## src/hdl/sts_pkg.sv

```systemverilog
package sts_pkg;

	// ASCII codes that the scanner looks for.
	localparam logic [7:0] CHAR_0     = 8'h30;
	localparam logic [7:0] CHAR_9     = 8'h39;
	localparam logic [7:0] CHAR_UP_A  = 8'h41;
	localparam logic [7:0] CHAR_UP_Z  = 8'h5A;
	localparam logic [7:0] CHAR_LO_A  = 8'h61;
	localparam logic [7:0] CHAR_LO_Z  = 8'h7A;
	localparam logic [7:0] CHAR_SPACE = 8'h20;
	localparam logic [7:0] CHAR_DASH  = 8'h2D;
	localparam logic [7:0] CHAR_DOT   = 8'h2E;
	localparam logic [7:0] CHAR_AT    = 8'h40;
	localparam logic [7:0] CASE_GAP   = 8'd32;

	// Digit run limits for the card check.
	localparam int RUN_W = 5;
	localparam logic [RUN_W-1:0] RUN_CAP   = 5'd20;
	localparam logic [RUN_W-1:0] CARD_MIN  = 5'd13;
	localparam logic [RUN_W-1:0] CARD_MAX  = 5'd19;

	// Health keywords, lowercase. The last character sits in the lowest byte.
	localparam int KW_COUNT   = 7;
	localparam int KW_MAX_LEN = 14;
	localparam int KW_CNT_W   = 3;
	localparam int DASHED_LEN = 11;

	typedef logic [KW_MAX_LEN*8-1:0] kw_text_t;

	localparam kw_text_t KW_TEXT [KW_COUNT] = '{
		"diagnosis", "patient", "medical record", "icd-10",
		"prescription", "health record", "mrn"
	};
	localparam int KW_LEN [KW_COUNT] = '{9, 7, 14, 6, 12, 13, 3};

	// Output classification.
	typedef enum logic [1:0] {
		LEVEL_PUBLIC       = 2'd0,
		LEVEL_CONFIDENTIAL = 2'd1,
		LEVEL_RESTRICTED   = 2'd2
	} level_t;

endpackage

```

## src/hdl/sensitive_text_scanner.sv

```systemverilog
// Sensitive text scanner.
// Content enters one byte per item on the s_axis channel: tdata[7:0] holds the
// byte and tlast marks the final byte of the content. Only the final byte gives
// a result: one summary item on m_axis holding the Luhn-valid card count, the
// personal hit count (dashed identifiers plus email-like addresses), the number
// of distinct health keywords, the sensitivity level and a saturation flag.
// The block takes one byte per cycle unless a last byte waits for the output
// register. Each byte passes an input register and then updates the running
// state; after the last byte the summary is registered in the output register.
// This per-byte update is the single stage of work that sets that rate.
// After the summary is produced all running state returns to its reset value,
// so the next byte starts new content.
// Reset clears all running state and drops any waiting item. When the receiver
// stalls, the summary waits in the output register; bytes that give no result
// keep flowing, and only a further last byte waits until the register is free.
module sensitive_text_scanner
	import sts_pkg::*;
#(
	parameter int HISTORY_DEPTH = 14,
	parameter int COUNT_WIDTH   = 16
) (
	input  logic        clk,
	input  logic        arst_n,
	input  logic        s_axis_tvalid,
	output logic        s_axis_tready,
	input  logic [7:0]  s_axis_tdata,   // [7:0] text_byte
	input  logic        s_axis_tlast,   // is_last
	output logic        m_axis_tvalid,
	input  logic        m_axis_tready,
	// [15:0] card_count, [31:16] personal_count, [34:32] health_keyword_count,
	// [36:35] sensitivity_level, [37] count_saturated, [39:38] zero
	output logic [39:0] m_axis_tdata
);

	localparam logic [COUNT_WIDTH-1:0] COUNT_MAX  = '1;
	localparam logic [COUNT_WIDTH-1:0] COUNT_NEAR = COUNT_MAX - 1'b1;

	typedef logic [HISTORY_DEPTH-1:0][7:0] hist_t;

	// Helpers for character classes and Luhn arithmetic.
	function automatic logic is_digit_f(input logic [7:0] b);
		return (b >= CHAR_0) && (b <= CHAR_9);
	endfunction

	function automatic logic is_alnum_f(input logic [7:0] b);
		return is_digit_f(b) || ((b >= CHAR_LO_A) && (b <= CHAR_LO_Z)) ||
			((b >= CHAR_UP_A) && (b <= CHAR_UP_Z));
	endfunction

	function automatic logic [3:0] add_mod10(input logic [3:0] a, input logic [3:0] b);
		logic [4:0] s;
		s = {1'b0, a} + {1'b0, b};
		return (s >= 5'd10) ? 4'(s - 5'd10) : s[3:0];
	endfunction

	function automatic logic card_ok(input logic [RUN_W-1:0] n, input logic [3:0] sp,
			input logic [3:0] sd);
		logic [3:0] s;
		s = n[0] ? sp : sd;
		return (n >= CARD_MIN) && (n <= CARD_MAX) && (s == 4'd0);
	endfunction

	// Shape ddd-dd-dddd with the oldest byte at index ten.
	function automatic logic dashed_f(input logic [DASHED_LEN-1:0][7:0] h);
		return is_digit_f(h[10]) && is_digit_f(h[9]) && is_digit_f(h[8]) &&
			(h[7] == CHAR_DASH) && is_digit_f(h[6]) && is_digit_f(h[5]) &&
			(h[4] == CHAR_DASH) && is_digit_f(h[3]) && is_digit_f(h[2]) &&
			is_digit_f(h[1]) && is_digit_f(h[0]);
	endfunction

	// Input stage.
	logic             s1_valid_q;
	logic [7:0]       byte_s1;
	logic             last_s1;
	logic             out_free;
	logic             s1_fire;
	logic             in_fire;

	// Running state.
	logic                   in_run_q;
	logic [RUN_W-1:0]       run_digits_q;
	logic [3:0]             sum_plain_q;
	logic [3:0]             sum_doubled_q;
	hist_t                  hist_q;
	logic [COUNT_WIDTH-1:0] pending_q;
	logic [COUNT_WIDTH-1:0] confirmed_q;
	logic [COUNT_WIDTH-1:0] card_q;
	logic [COUNT_WIDTH-1:0] ident_q;
	logic [KW_COUNT-1:0]    kw_q;
	logic                   flag_q;
	logic                   dot_hold_q;
	logic                   prev_at_q;

	// Output register.
	logic                   m_valid_q;
	logic [15:0]            card_out_q;
	logic [15:0]            pers_out_q;
	logic [KW_CNT_W-1:0]    health_out_q;
	level_t                 level_out_q;
	logic                   sat_out_q;

	// Next-state values.
	logic                   is_digit;
	logic                   is_sep;
	logic [7:0]             c_low;
	logic [3:0]             dval;
	logic [4:0]             dval2;
	logic [3:0]             dbl;
	logic                   add_ok;
	logic                   run_end;
	logic                   in_run_n;
	logic [RUN_W-1:0]       run_digits_n;
	logic [3:0]             sum_plain_n;
	logic [3:0]             sum_doubled_n;
	hist_t                  hist_n;
	logic                   card_inc;
	logic                   card_flag;
	logic [COUNT_WIDTH-1:0] card_n;
	logic                   ident_inc;
	logic                   ident_flag;
	logic [COUNT_WIDTH-1:0] ident_n;
	logic                   at_hit;
	logic                   pend_flag;
	logic [COUNT_WIDTH-1:0] pending_n;
	logic [COUNT_WIDTH-1:0] conf_add;
	logic [COUNT_WIDTH:0]   conf_sum;
	logic                   conf_flag;
	logic [COUNT_WIDTH-1:0] confirmed_n;
	logic                   dot_hold_n;
	logic [KW_COUNT-1:0]    kw_hit;
	logic [KW_COUNT-1:0]    kw_n;
	logic                   flag_n;
	logic [COUNT_WIDTH:0]   pers_sum;
	logic [COUNT_WIDTH-1:0] pers_n;
	logic                   pers_flag;
	logic [KW_CNT_W-1:0]    health_n;
	level_t                 level_n;

	// Handshake: bytes without a result never wait for the output register.
	assign out_free      = !m_valid_q || m_axis_tready;
	assign s1_fire       = s1_valid_q && (!last_s1 || out_free);
	assign s_axis_tready = !s1_valid_q || s1_fire;
	assign in_fire       = s_axis_tvalid && s_axis_tready;

	// Character classes of the current byte.
	always_comb begin
		is_digit = is_digit_f(byte_s1);
		is_sep   = (byte_s1 == CHAR_SPACE) || (byte_s1 == CHAR_DASH);
		c_low    = ((byte_s1 >= CHAR_UP_A) && (byte_s1 <= CHAR_UP_Z)) ?
			byte_s1 + CASE_GAP : byte_s1;
		dval     = byte_s1[3:0];
		dval2    = {dval, 1'b0};
		dbl      = (dval2 > 5'd9) ? 4'(dval2 - 5'd9) : dval2[3:0];
	end

	// Digit runs and their two Luhn sums.
	always_comb begin
		add_ok   = is_digit && (run_digits_q < RUN_CAP);
		run_end  = in_run_q && !is_digit && !is_sep;
		in_run_n = is_digit || (in_run_q && is_sep);
		run_digits_n  = run_digits_q;
		sum_plain_n   = sum_plain_q;
		sum_doubled_n = sum_doubled_q;
		if (run_end) begin
			run_digits_n  = '0;
			sum_plain_n   = '0;
			sum_doubled_n = '0;
		end else if (add_ok) begin
			run_digits_n  = run_digits_q + 1'b1;
			sum_plain_n   = add_mod10(sum_plain_q, run_digits_q[0] ? dbl : dval);
			sum_doubled_n = add_mod10(sum_doubled_q, run_digits_q[0] ? dval : dbl);
		end
		card_inc = run_end ? card_ok(run_digits_q, sum_plain_q, sum_doubled_q) :
			(last_s1 && in_run_n && card_ok(run_digits_n, sum_plain_n, sum_doubled_n));
		card_flag = card_inc && (card_q >= COUNT_NEAR);
		card_n    = card_inc ? (card_flag ? COUNT_MAX : card_q + 1'b1) : card_q;
	end

	// History of lowercased bytes, newest first.
	assign hist_n = {hist_q[HISTORY_DEPTH-2:0], c_low};

	// Dashed identifiers, ended by a non-digit or by the last byte.
	always_comb begin
		ident_inc  = (!is_digit && dashed_f(hist_q[DASHED_LEN-1:0])) ||
			(last_s1 && dashed_f(hist_n[DASHED_LEN-1:0]));
		ident_flag = ident_inc && (ident_q >= COUNT_NEAR);
		ident_n    = ident_inc ? (ident_flag ? COUNT_MAX : ident_q + 1'b1) : ident_q;
	end

	// Email hits: an at sign after an alphanumeric waits for a later dot.
	// A dot right after the at sign confirms that hit one byte later.
	always_comb begin
		at_hit    = (byte_s1 == CHAR_AT) && is_alnum_f(hist_q[0]);
		pend_flag = at_hit && (pending_q >= COUNT_NEAR);
		if (byte_s1 == CHAR_DOT) begin
			pending_n = '0;
		end else if (at_hit) begin
			pending_n = pend_flag ? COUNT_MAX : pending_q + 1'b1;
		end else begin
			pending_n = pending_q;
		end
		priority if (dot_hold_q) begin
			conf_add = COUNT_WIDTH'(1);
		end else if (byte_s1 == CHAR_DOT) begin
			conf_add = prev_at_q ? pending_q - 1'b1 : pending_q;
		end else begin
			conf_add = '0;
		end
		dot_hold_n  = (byte_s1 == CHAR_DOT) && prev_at_q;
		conf_sum    = {1'b0, confirmed_q} + {1'b0, conf_add};
		conf_flag   = (conf_sum >= {1'b0, COUNT_MAX}) && (conf_add != '0);
		confirmed_n = (conf_sum >= {1'b0, COUNT_MAX}) ? COUNT_MAX :
			conf_sum[COUNT_WIDTH-1:0];
	end

	// Keywords ending at this byte.
	always_comb begin
		for (int k = 0; k < KW_COUNT; k++) begin
			kw_hit[k] = 1'b1;
			for (int j = 0; j < KW_MAX_LEN; j++) begin
				if ((j < KW_LEN[k]) && (hist_n[j] != KW_TEXT[k][j*8 +: 8])) begin
					kw_hit[k] = 1'b0;
				end
			end
		end
		kw_n = kw_q | kw_hit;
	end

	// Summary for the last byte.
	always_comb begin
		flag_n    = flag_q || card_flag || ident_flag || pend_flag || conf_flag;
		pers_sum  = {1'b0, ident_n} + {1'b0, confirmed_n};
		pers_flag = (pers_sum >= {1'b0, COUNT_MAX}) && (confirmed_n != '0);
		pers_n    = (pers_sum >= {1'b0, COUNT_MAX}) ? COUNT_MAX :
			pers_sum[COUNT_WIDTH-1:0];
		health_n  = KW_CNT_W'($countones(kw_n));
		priority if ((card_n != '0) || (health_n != '0)) begin
			level_n = LEVEL_RESTRICTED;
		end else if (pers_n != '0) begin
			level_n = LEVEL_CONFIDENTIAL;
		end else begin
			level_n = LEVEL_PUBLIC;
		end
	end

	// Input register payload.
	always_ff @(posedge clk) begin
		if (in_fire) begin
			byte_s1 <= s_axis_tdata;
			last_s1 <= s_axis_tlast;
		end
	end

	// Output register payload.
	always_ff @(posedge clk) begin
		if (s1_fire && last_s1) begin
			card_out_q   <= 16'(card_n);
			pers_out_q   <= 16'(pers_n);
			health_out_q <= health_n;
			level_out_q  <= level_n;
			sat_out_q    <= flag_n || pers_flag;
		end
	end

	// Control and running state.
	always_ff @(posedge clk or negedge arst_n) begin
		if (!arst_n) begin
			s1_valid_q    <= 1'b0;
			m_valid_q     <= 1'b0;
			in_run_q      <= 1'b0;
			run_digits_q  <= '0;
			sum_plain_q   <= '0;
			sum_doubled_q <= '0;
			hist_q        <= '0;
			pending_q     <= '0;
			confirmed_q   <= '0;
			card_q        <= '0;
			ident_q       <= '0;
			kw_q          <= '0;
			flag_q        <= 1'b0;
			dot_hold_q    <= 1'b0;
			prev_at_q     <= 1'b0;
		end else begin
			if (in_fire) begin
				s1_valid_q <= 1'b1;
			end else if (s1_fire) begin
				s1_valid_q <= 1'b0;
			end
			if (s1_fire && last_s1) begin
				m_valid_q <= 1'b1;
			end else if (m_axis_tready) begin
				m_valid_q <= 1'b0;
			end
			if (s1_fire) begin
				if (last_s1) begin
					in_run_q      <= 1'b0;
					run_digits_q  <= '0;
					sum_plain_q   <= '0;
					sum_doubled_q <= '0;
					hist_q        <= '0;
					pending_q     <= '0;
					confirmed_q   <= '0;
					card_q        <= '0;
					ident_q       <= '0;
					kw_q          <= '0;
					flag_q        <= 1'b0;
					dot_hold_q    <= 1'b0;
					prev_at_q     <= 1'b0;
				end else begin
					in_run_q      <= in_run_n;
					run_digits_q  <= run_digits_n;
					sum_plain_q   <= sum_plain_n;
					sum_doubled_q <= sum_doubled_n;
					hist_q        <= hist_n;
					pending_q     <= pending_n;
					confirmed_q   <= confirmed_n;
					card_q        <= card_n;
					ident_q       <= ident_n;
					kw_q          <= kw_n;
					flag_q        <= flag_n;
					dot_hold_q    <= dot_hold_n;
					prev_at_q     <= at_hit;
				end
			end
		end
	end

	assign m_axis_tvalid = m_valid_q;
	assign m_axis_tdata  = {2'b00, sat_out_q, level_out_q, health_out_q, pers_out_q,
		card_out_q};

	// A summary only ever follows a last byte in the input register.
	a_out_after_last: assert property (@(posedge clk) disable iff (!arst_n)
		$rose(m_valid_q) |-> $past(s1_valid_q && last_s1))
		else $error("summary produced without a last byte");

	// The running state is back at reset after a summary is produced.
	a_clear_after_last: assert property (@(posedge clk) disable iff (!arst_n)
		(s1_fire && last_s1) |=> (!in_run_q && (run_digits_q == '0) &&
			(pending_q == '0) && (card_q == '0) && (kw_q == '0) && !flag_q))
		else $error("running state not cleared after the last byte");

	// A held dot confirmation always follows a dot, which empties the queue.
	a_hold_empty: assert property (@(posedge clk) disable iff (!arst_n)
		dot_hold_q |-> ((pending_q == '0) && !prev_at_q))
		else $error("held confirmation with hits still pending");

	// A public summary carries no hits at all.
	a_public_clean: assert property (@(posedge clk) disable iff (!arst_n)
		(m_valid_q && (level_out_q == LEVEL_PUBLIC)) |->
			((card_out_q == '0) && (pers_out_q == '0) && (health_out_q == '0)))
		else $error("public level with non-zero counts");

endmodule
```

## config.mk

```make
export PLATFORM = sky130hd
export DESIGN_NAME = sensitive_text_scanner
export DESIGN_NICKNAME = d
export VERILOG_FILES = /design/src/hdl/sts_pkg.sv /design/src/hdl/sensitive_text_scanner.sv
export SDC_FILE = /design/constraint.sdc
export NUM_CORES = 1
export LEC_CHECK = 0
export BUFFER_PORTS_ARGS = -buffer_cell sky130_fd_sc_hd__buf_2
export CAP_MARGIN = 10
export CORE_ASPECT_RATIO = 0.6
export CORE_MARGIN = 5
export CORE_UTILIZATION = 54
export DETAILED_ROUTE_END_ITERATION = 10
export PLACE_DENSITY = 0.83
export SYNTH_ARGS = -nofsm -noshare
export SYNTH_HDL_FRONTEND = slang
export SYNTH_SLANG_ARGS = --single-unit
```

## constraint.sdc

```tcl
create_clock -name clk -period 19 [get_ports clk]
set_input_delay 2.85 -clock clk [delete_from_list [all_inputs] [get_ports clk]]
set_output_delay 2.85 -clock clk [all_outputs]
set_load 0.05 [all_outputs]
```

==> flow_summary.toml, run 1 <==
[outcome]
status = "completed"

[setup_path]
crit_required_ps = 19420
r2r_cells = 28
critical_path.startpoint_type = "flop"
cp-end-kind = "flop"
worstPathMaxFanout = 16
cpMostUsedCell = "a21oi_1"
path_class = "flop to flop"
max_stage_delay_ps = 580
worst_ep_arrival_time_ps = 8600
worst_r2r_startpoint = "byte_s1[5]$_DFFE_PP_"
rr_endpoint = "sat_out_q$_DFFE_PP_"
rrSetupSlack_ps = 10820
crit_path_top_delay_cell = "o41a_1"

[clocking]
cts_root_buf = "clkbuf_16"
htree_levels = 1
cts.reportedPaths.clkPinSlew_ps = 70
cts_buffers = 24
insertion_delay_ps = 550
cts_tree = "yes"
post-cts-setup-buffers = 0
clock_sinks = 241
ctsResizeCount = 0
cts_hold_buf = 0
clockBufferDepth = 3

[layout]
fin_area_mm2 = 0.01659
antenna_cells = 0
seq_area_mm2 = 0.006270
multi_input_area_mm2 = 0.008507
finalNetCount = 1843
syn_to_final_growth_pct = 8.033
layout-drive-gt1-share_pct = 8.193
final_cells = 2149
nFillCells = 2351

[pwr]
p_int_uw = 860.8
power-per-cell-area_mw_per_mm2 = 72.65
p_comb_share_pct = 12.5
clkPwrFrac_pct = 40.1
p_leak_uw = 0.007680
swShare_pct = 28.60
vdd_drop_max_mv = 0.05793
seqPwrFrac_pct = 47.4
switchingPower_uw = 344.7

[yosys]
synth_top_area_cell = "dfrtp_1"
yosysTopAreaCellShare_pct = 31.61
synth_cell_types = 96
synth.most_common_cell = "nand2_1"
netlist_instances = 1767
syn_avg_cell_area_um2 = 8.692
synth-seq-area-share_pct = 40.80
ys_seq_elements = 241
synthTopCellsByCount = "345 x nand2_1, 194 x dfrtp_1, 132 x nor2_1, 100 x nand3b_1, 98 x o21ai_0"
synth_area_mm2 = 0.01536
synth.area.top_cells = "dfrtp_1 32%, edfxtp_1 9.2%, nand2_1 8.4%, nand3b_1 4.9%, ha_1 4.6%"
ys_async_sr_fraction_pct = 80.50
ys.flop_type = "dfrtp_1"
synth-edff-count = 47
yosysWarnings = 0

[placement]
gp_congestion = 1.004
port_buffers = 52
dpl-instance-area_mm2 = 0.01581
hpwl_um = 30580
dpl.cell_count = 2106

[grt]
use_met1_pct = 41.96
grt_max_degree = 94
grt.overflow.total = 0
antenna_found_initial = 0
use_met3_pct = 7.215
grt_use_met2_pct = 34.21
grt_usage_pct = 25.95
grt_pass1_vias = 12419
busiest_layer = "met1"
grt_pass1_wl_um = 68900

[timing]
skew_ps = 26.28
rsz0062_at_grt = "no"
fmax_mhz = 122.3
period_minus_slack_ps = 8175
tightest_slew_ps = 995.0
hold_viol_final = 0
setup_tns_ps = 0
timing.max_slew.rel_slack_pct = 33.67
hold_slack_ps = 473.8
setup_viol = 0
slew_viol_final = 0
post-route-period-util_pct = 43.03

[floorplanning]
placementRows = 47
design.core.area_mm2 = 0.02782
design.die.area_mm2 = 0.03203
initial_core_util_pct = 55.22
die_height_um = 140.6
dieWidth_um = 227.7
num_io_pins = 55

[drt]
wl_um = 42660
vias_per_cell = 6.405
drc = 0
ant_nets = 0
vias = 13765
dr.pass1.iters = 6
drtIter0Drc = 2164
wl_per_cell_um = 19.85

[run]
cap_violations = 0

[hold_path]
min_from = "hist_n[111]$_DFFE_PN0P_"
holdPathStages = 2
hold-path-endpoint = "hist_n[111]$_DFFE_PN0P_"
min_path_type = "flop to flop"
-- routing by layer --
metal	vias up	part of all wire, %
li1	6334	-
met1	6485	46
met2	849	38
met3	97	13
met4	0	2.2
met5	-	0
-- kinds of logic (layout without fill, tap and decap cells) --
family,count (synthesis),count (layout),synth area share [%]
AND/OR/NAND/NOR,898,898,30.07
AO/OA/AOI/OAI,337,337,15.01
flip-flops,241,241,40.80
buffers and inverters,151,165,3.976
adder cells (fa/ha/maj),65,65,5.686
XOR/XNOR,54,54,3.079
multiplexers,20,20,1.352
other,1,2,0.02442
-- critical path: cells and delay by family (launching register included) --
kind,cells,cell delay [ps]
xor+xnor,1,140
compound gates,15,4200
simple gates,8,2120
buf+inv,1,110
fa+ha+maj,3,950
flops,1,520
-- cells in the final DEF, fill, tap and decap left out, drive strengths merged, types with 7 or more instances in the layout --
master  netlist  final
a21oi        60     60
nand4        34     34
nor2b        24     24
clkbuf       75     31
nor3         46     46
mux2i        14     14
buf          18     63
o211ai       10     10
a31oi        13     13
o21ai       102    102
o31ai        16     16
nor2        132    132
nand2b       29     29
clkinv        0      7
xnor2        33     33
dfrtp       194    194
inv          58     60
ha           57     57
a21o         14     14
nand4b       18     18
nor4b         9      9
and4          7      7
and2         13     13
a211oi        8      8
nor4         29     29
o22a          8      8
and3         16     16
nand2       347    347
o211a         8      8
fa            8      8
nor3b        10     10
or4           7      7
nand3b      100    100
xor2         21     21
nand3        45     45
edfxtp       47     47
o21a          8      8
or3          15     15
a22o         33     33
-- registers in the layout, summed over array words and instances (netlist names), 2 cells and up --
| name | cells |
|---|---|
| hist_n | 104 |
| card_out_q | 16 |
| card_q | 16 |
| confirmed_q | 16 |
| ident_q | 16 |
| pending_q | 16 |
| pers_out_q | 16 |
| byte_s1 | 8 |
| kw_q | 7 |
| run_digits_q | 5 |
| sum_doubled_q | 4 |
| sum_plain_q | 4 |
| health_out_q | 3 |
| level_out_q | 2 |
-- layout make-up --
class                   instances  area share, %
clock buffers                  30          3.876
clock inverters                13         0.8220
inverters                      58          1.312
multi-input cells            1376          51.27
flip-flops and latches        241          37.79
well taps                     367          2.768
repair buffers                 64          2.164
-- worst max-delay path by stage --
stage,from,end,depth (start not counted)
2_1_floorplan,byte_s1[4]$_DFFE_PP_,sat_out_q$_DFFE_PP_,32
3_5_place_dp,byte_s1[5]$_DFFE_PP_,sat_out_q$_DFFE_PP_,28
5_1_grt,byte_s1[5]$_DFFE_PP_,sat_out_q$_DFFE_PP_,28
6_report,byte_s1[5]$_DFFE_PP_,sat_out_q$_DFFE_PP_,28
3_3_place_gp,byte_s1[3]$_DFFE_PP_,sat_out_q$_DFFE_PP_,28
4_1_cts,byte_s1[5]$_DFFE_PP_,sat_out_q$_DFFE_PP_,28
-- power groups by stage --
stage	clock (uW)	sequential [uW]	combinational, uW
floorplan	0	577	101
global placement	0	578	144
detailed placement	0	580	148
CTS	488	570	149
global route	512	573	167
finish	484	571	151
-- per-stage QoR --
stage	power [uW]	worst slack, ps	util [%]
2_1_floorplan	678.9	11750	-
3_3_place_gp	722.3	11270	56.85
3_5_place_dp	728.0	10990	56.85
4_1_cts	1207	10990	59.65
5_1_grt	1252	10250	59.65
6_report	1205	10820	59.65
No activity file was read; power rests on OpenSTA's default activity.
==> run 2: changes to the inputs <==
Settings changed: PLACE_DENSITY 0.83 to 0.86.
Clock period 19 ns to 6.91 ns, I/O delays scaled along.
==> run 2 against run 1 <==
Against the previous run: first-iteration DRC count shrank 9.4%; maximum frequency up 22%; global-route usage increased by 1.3 points; clock-buffer cell count decreased by 1; sequential share of layout area decreased by 1.3 points; cell area increased by 3.8%; hold slack got worse by 2.9 ps; register-to-register slack got worse by 11000 ps; die area unchanged; sequential power increased to 2.7 times the previous value; worst setup slack got worse by 11000 ps.
==> flow_summary.toml, run 2 (same netlist as run 1, synthesis figures left out) <==
[outcome]
status = "completed"

[layout]
seq_area_mm2 = 0.006274
finalNetCount = 1887
largest_reg_flops = 104
antenna_cells = 0
syn_to_final_growth_pct = 12.09
multi_input_area_mm2 = 0.008835
layout_commonest_cell = "nand2_1"
fin_util_pct = 61.89
layout-drive-gt1-share_pct = 13.03
final_cell_mix = "344 x nand2_1, 190 x dfrtp_1, 131 x nor2_1"
nFillCells = 2252

[timing]
setup_tns_ps = 0
timing.max_slew.rel_slack_pct = 29.90
post-route-period-util_pct = 97.21
fmax_mhz = 148.9
skew_ps = 13.50
hold_viol_final = 0
slew_viol_final = 0
setup_viol = 0
hold_slack_ps = 470.9
period_minus_slack_ps = 6717
tightest_slew_ps = 1045

[clocking]
htree_levels = 1
cts_root_buf = "clkbuf_16"
cts.reportedPaths.clkPinSlew_ps = 60
insertion_delay_ps = 540
clockBufferDepth = 3
cts_buffers = 23
clock_sinks = 241
cts_tree = "yes"

[floorplanning]
design.core.area_mm2 = 0.02782
placementRows = 47
die_height_um = 140.6
dieWidth_um = 227.7
initial_core_util_pct = 55.22
design.die.area_mm2 = 0.03203
num_io_pins = 55

[setup_path]
cpMostUsedCell = "buf_4"
worst_ep_arrival_time_ps = 7120
crit_required_ps = 7310
worstPathMaxFanout = 11
path_class = "flop to flop"
critical_path.startpoint_type = "flop"
crit_path_top_delay_cell = "or4_1"
max_stage_delay_ps = 520
cp-end-kind = "flop"

[grt]
grt.overflow.total = 0
grt_usage_pct = 27.28
antenna_found_initial = 0
grt_pass1_vias = 13056
grt_max_degree = 76
grt_pass1_wl_um = 71950

[placement]
port_buffers = 52
gp_congestion = 1.055
hpwl_um = 32100

[pwr]
p_leak_uw = 0.007962
power-per-cell-area_mw_per_mm2 = 190.1
vdd_drop_max_mv = 0.1690

[drt]
wl_per_cell_um = 20.63
wl_met1_um = 19630
dr.pass1.iters = 6
dr.max_layer_used = "met4"
vias_per_cell = 6.442
wl_um = 45250
drtIter0Drc = 1960
ant_nets = 0
vias = 14127
routed-wl-met2_um = 18770
met3_length_um = 5894
drc = 0

[hold_path]
min_path_type = "flop to flop"

[run]
cap_violations = 0
-- run 2: changes by cell type in the layout (fill, tap and decap cells not counted), sizes merged --
cell / delta
buf: +45
clkinv: +2
clkbuf: -1
clkinvlp: -1
inv: -1
-- run 2: metrics by stage --
stage / setup slack (ps) / instance area (um2) / instances / total power, uW
6_report: 193.0 / 17220 / 2193 / 3272
3_3_place_gp: 87.83 / 16080 / 2141 / 1994
3_5_place_dp: -228.4 / 16080 / 2141 / 2013
5_1_grt: -144.0 / 17220 / 2193 / 3403
4_1_cts: 53.55 / 16870 / 2184 / 3271
2_1_floorplan: 20.47 / 15370 / 1768 / 1867
-- run 2: what timing repair did --
action                     CTS  global route
gates resized for setup     10            56
hold endpoints to repair     0             0
pin swaps                    2            22
setup buffers                1             9
hold buffers                 0             0
setup endpoints to repair   13            15
gates cloned                 0             0
-- run 2: critical path: cells and delay by family (launching register included) --
family                   cells  cell delay, ps
buffers and inverters        4             610
adder cells (fa/ha/maj)      3             750
AO/OA/AOI/OAI                7            1720
XOR/XNOR                     3             410
flip-flops                   1             470
AND/OR/NAND/NOR             14            2620
-- run 2: path summary, 6_finish.rpt --
path	cells after the start	slack [ps]	from	to
max	31	190	pending_q[1]$_DFFE_PN0P_	pers_out_q[1]$_DFFE_PP_
min	2	470	hist_n[109]$_DFFE_PN0P_	hist_n[109]$_DFFE_PN0P_
max reg2reg	31	190	pending_q[1]$_DFFE_PN0P_	pers_out_q[1]$_DFFE_PP_
min reg2reg	2	470	hist_n[109]$_DFFE_PN0P_	hist_n[109]$_DFFE_PN0P_
max in group asynchronous	2	5010	arst_n	hist_n[62]$_DFFE_PN0P_
min in group asynchronous	1	530	arst_n	confirmed_q[5]$_DFFE_PN0P_
-- run 2: area by class of cell --
type	instances	share of cell area, %
clock buffer	29	3.532
timing repair buffer	109	4.048
inverter	58	1.279
sequential	241	36.44
multi-input combinational	1376	51.32
tap	367	2.667
clock inverter	13	0.7123
-- run 2: power by group --
group,internal (uW),leakage [uW],switching [uW]
Combinational,138,0.00446,298
Sequential,1490,0.00314,72.2
Clock,702,0.000360,569
Total,2330,0.00796,939
-- run 2: routing by layer --
metal / vias to the layer above / global-route usage [%]
li1: 6410 / -
met1: 6823 / 40.55
met2: 790 / 38.69
met3: 104 / 9.526
met4: 0 / 5.886
met5: - / 0
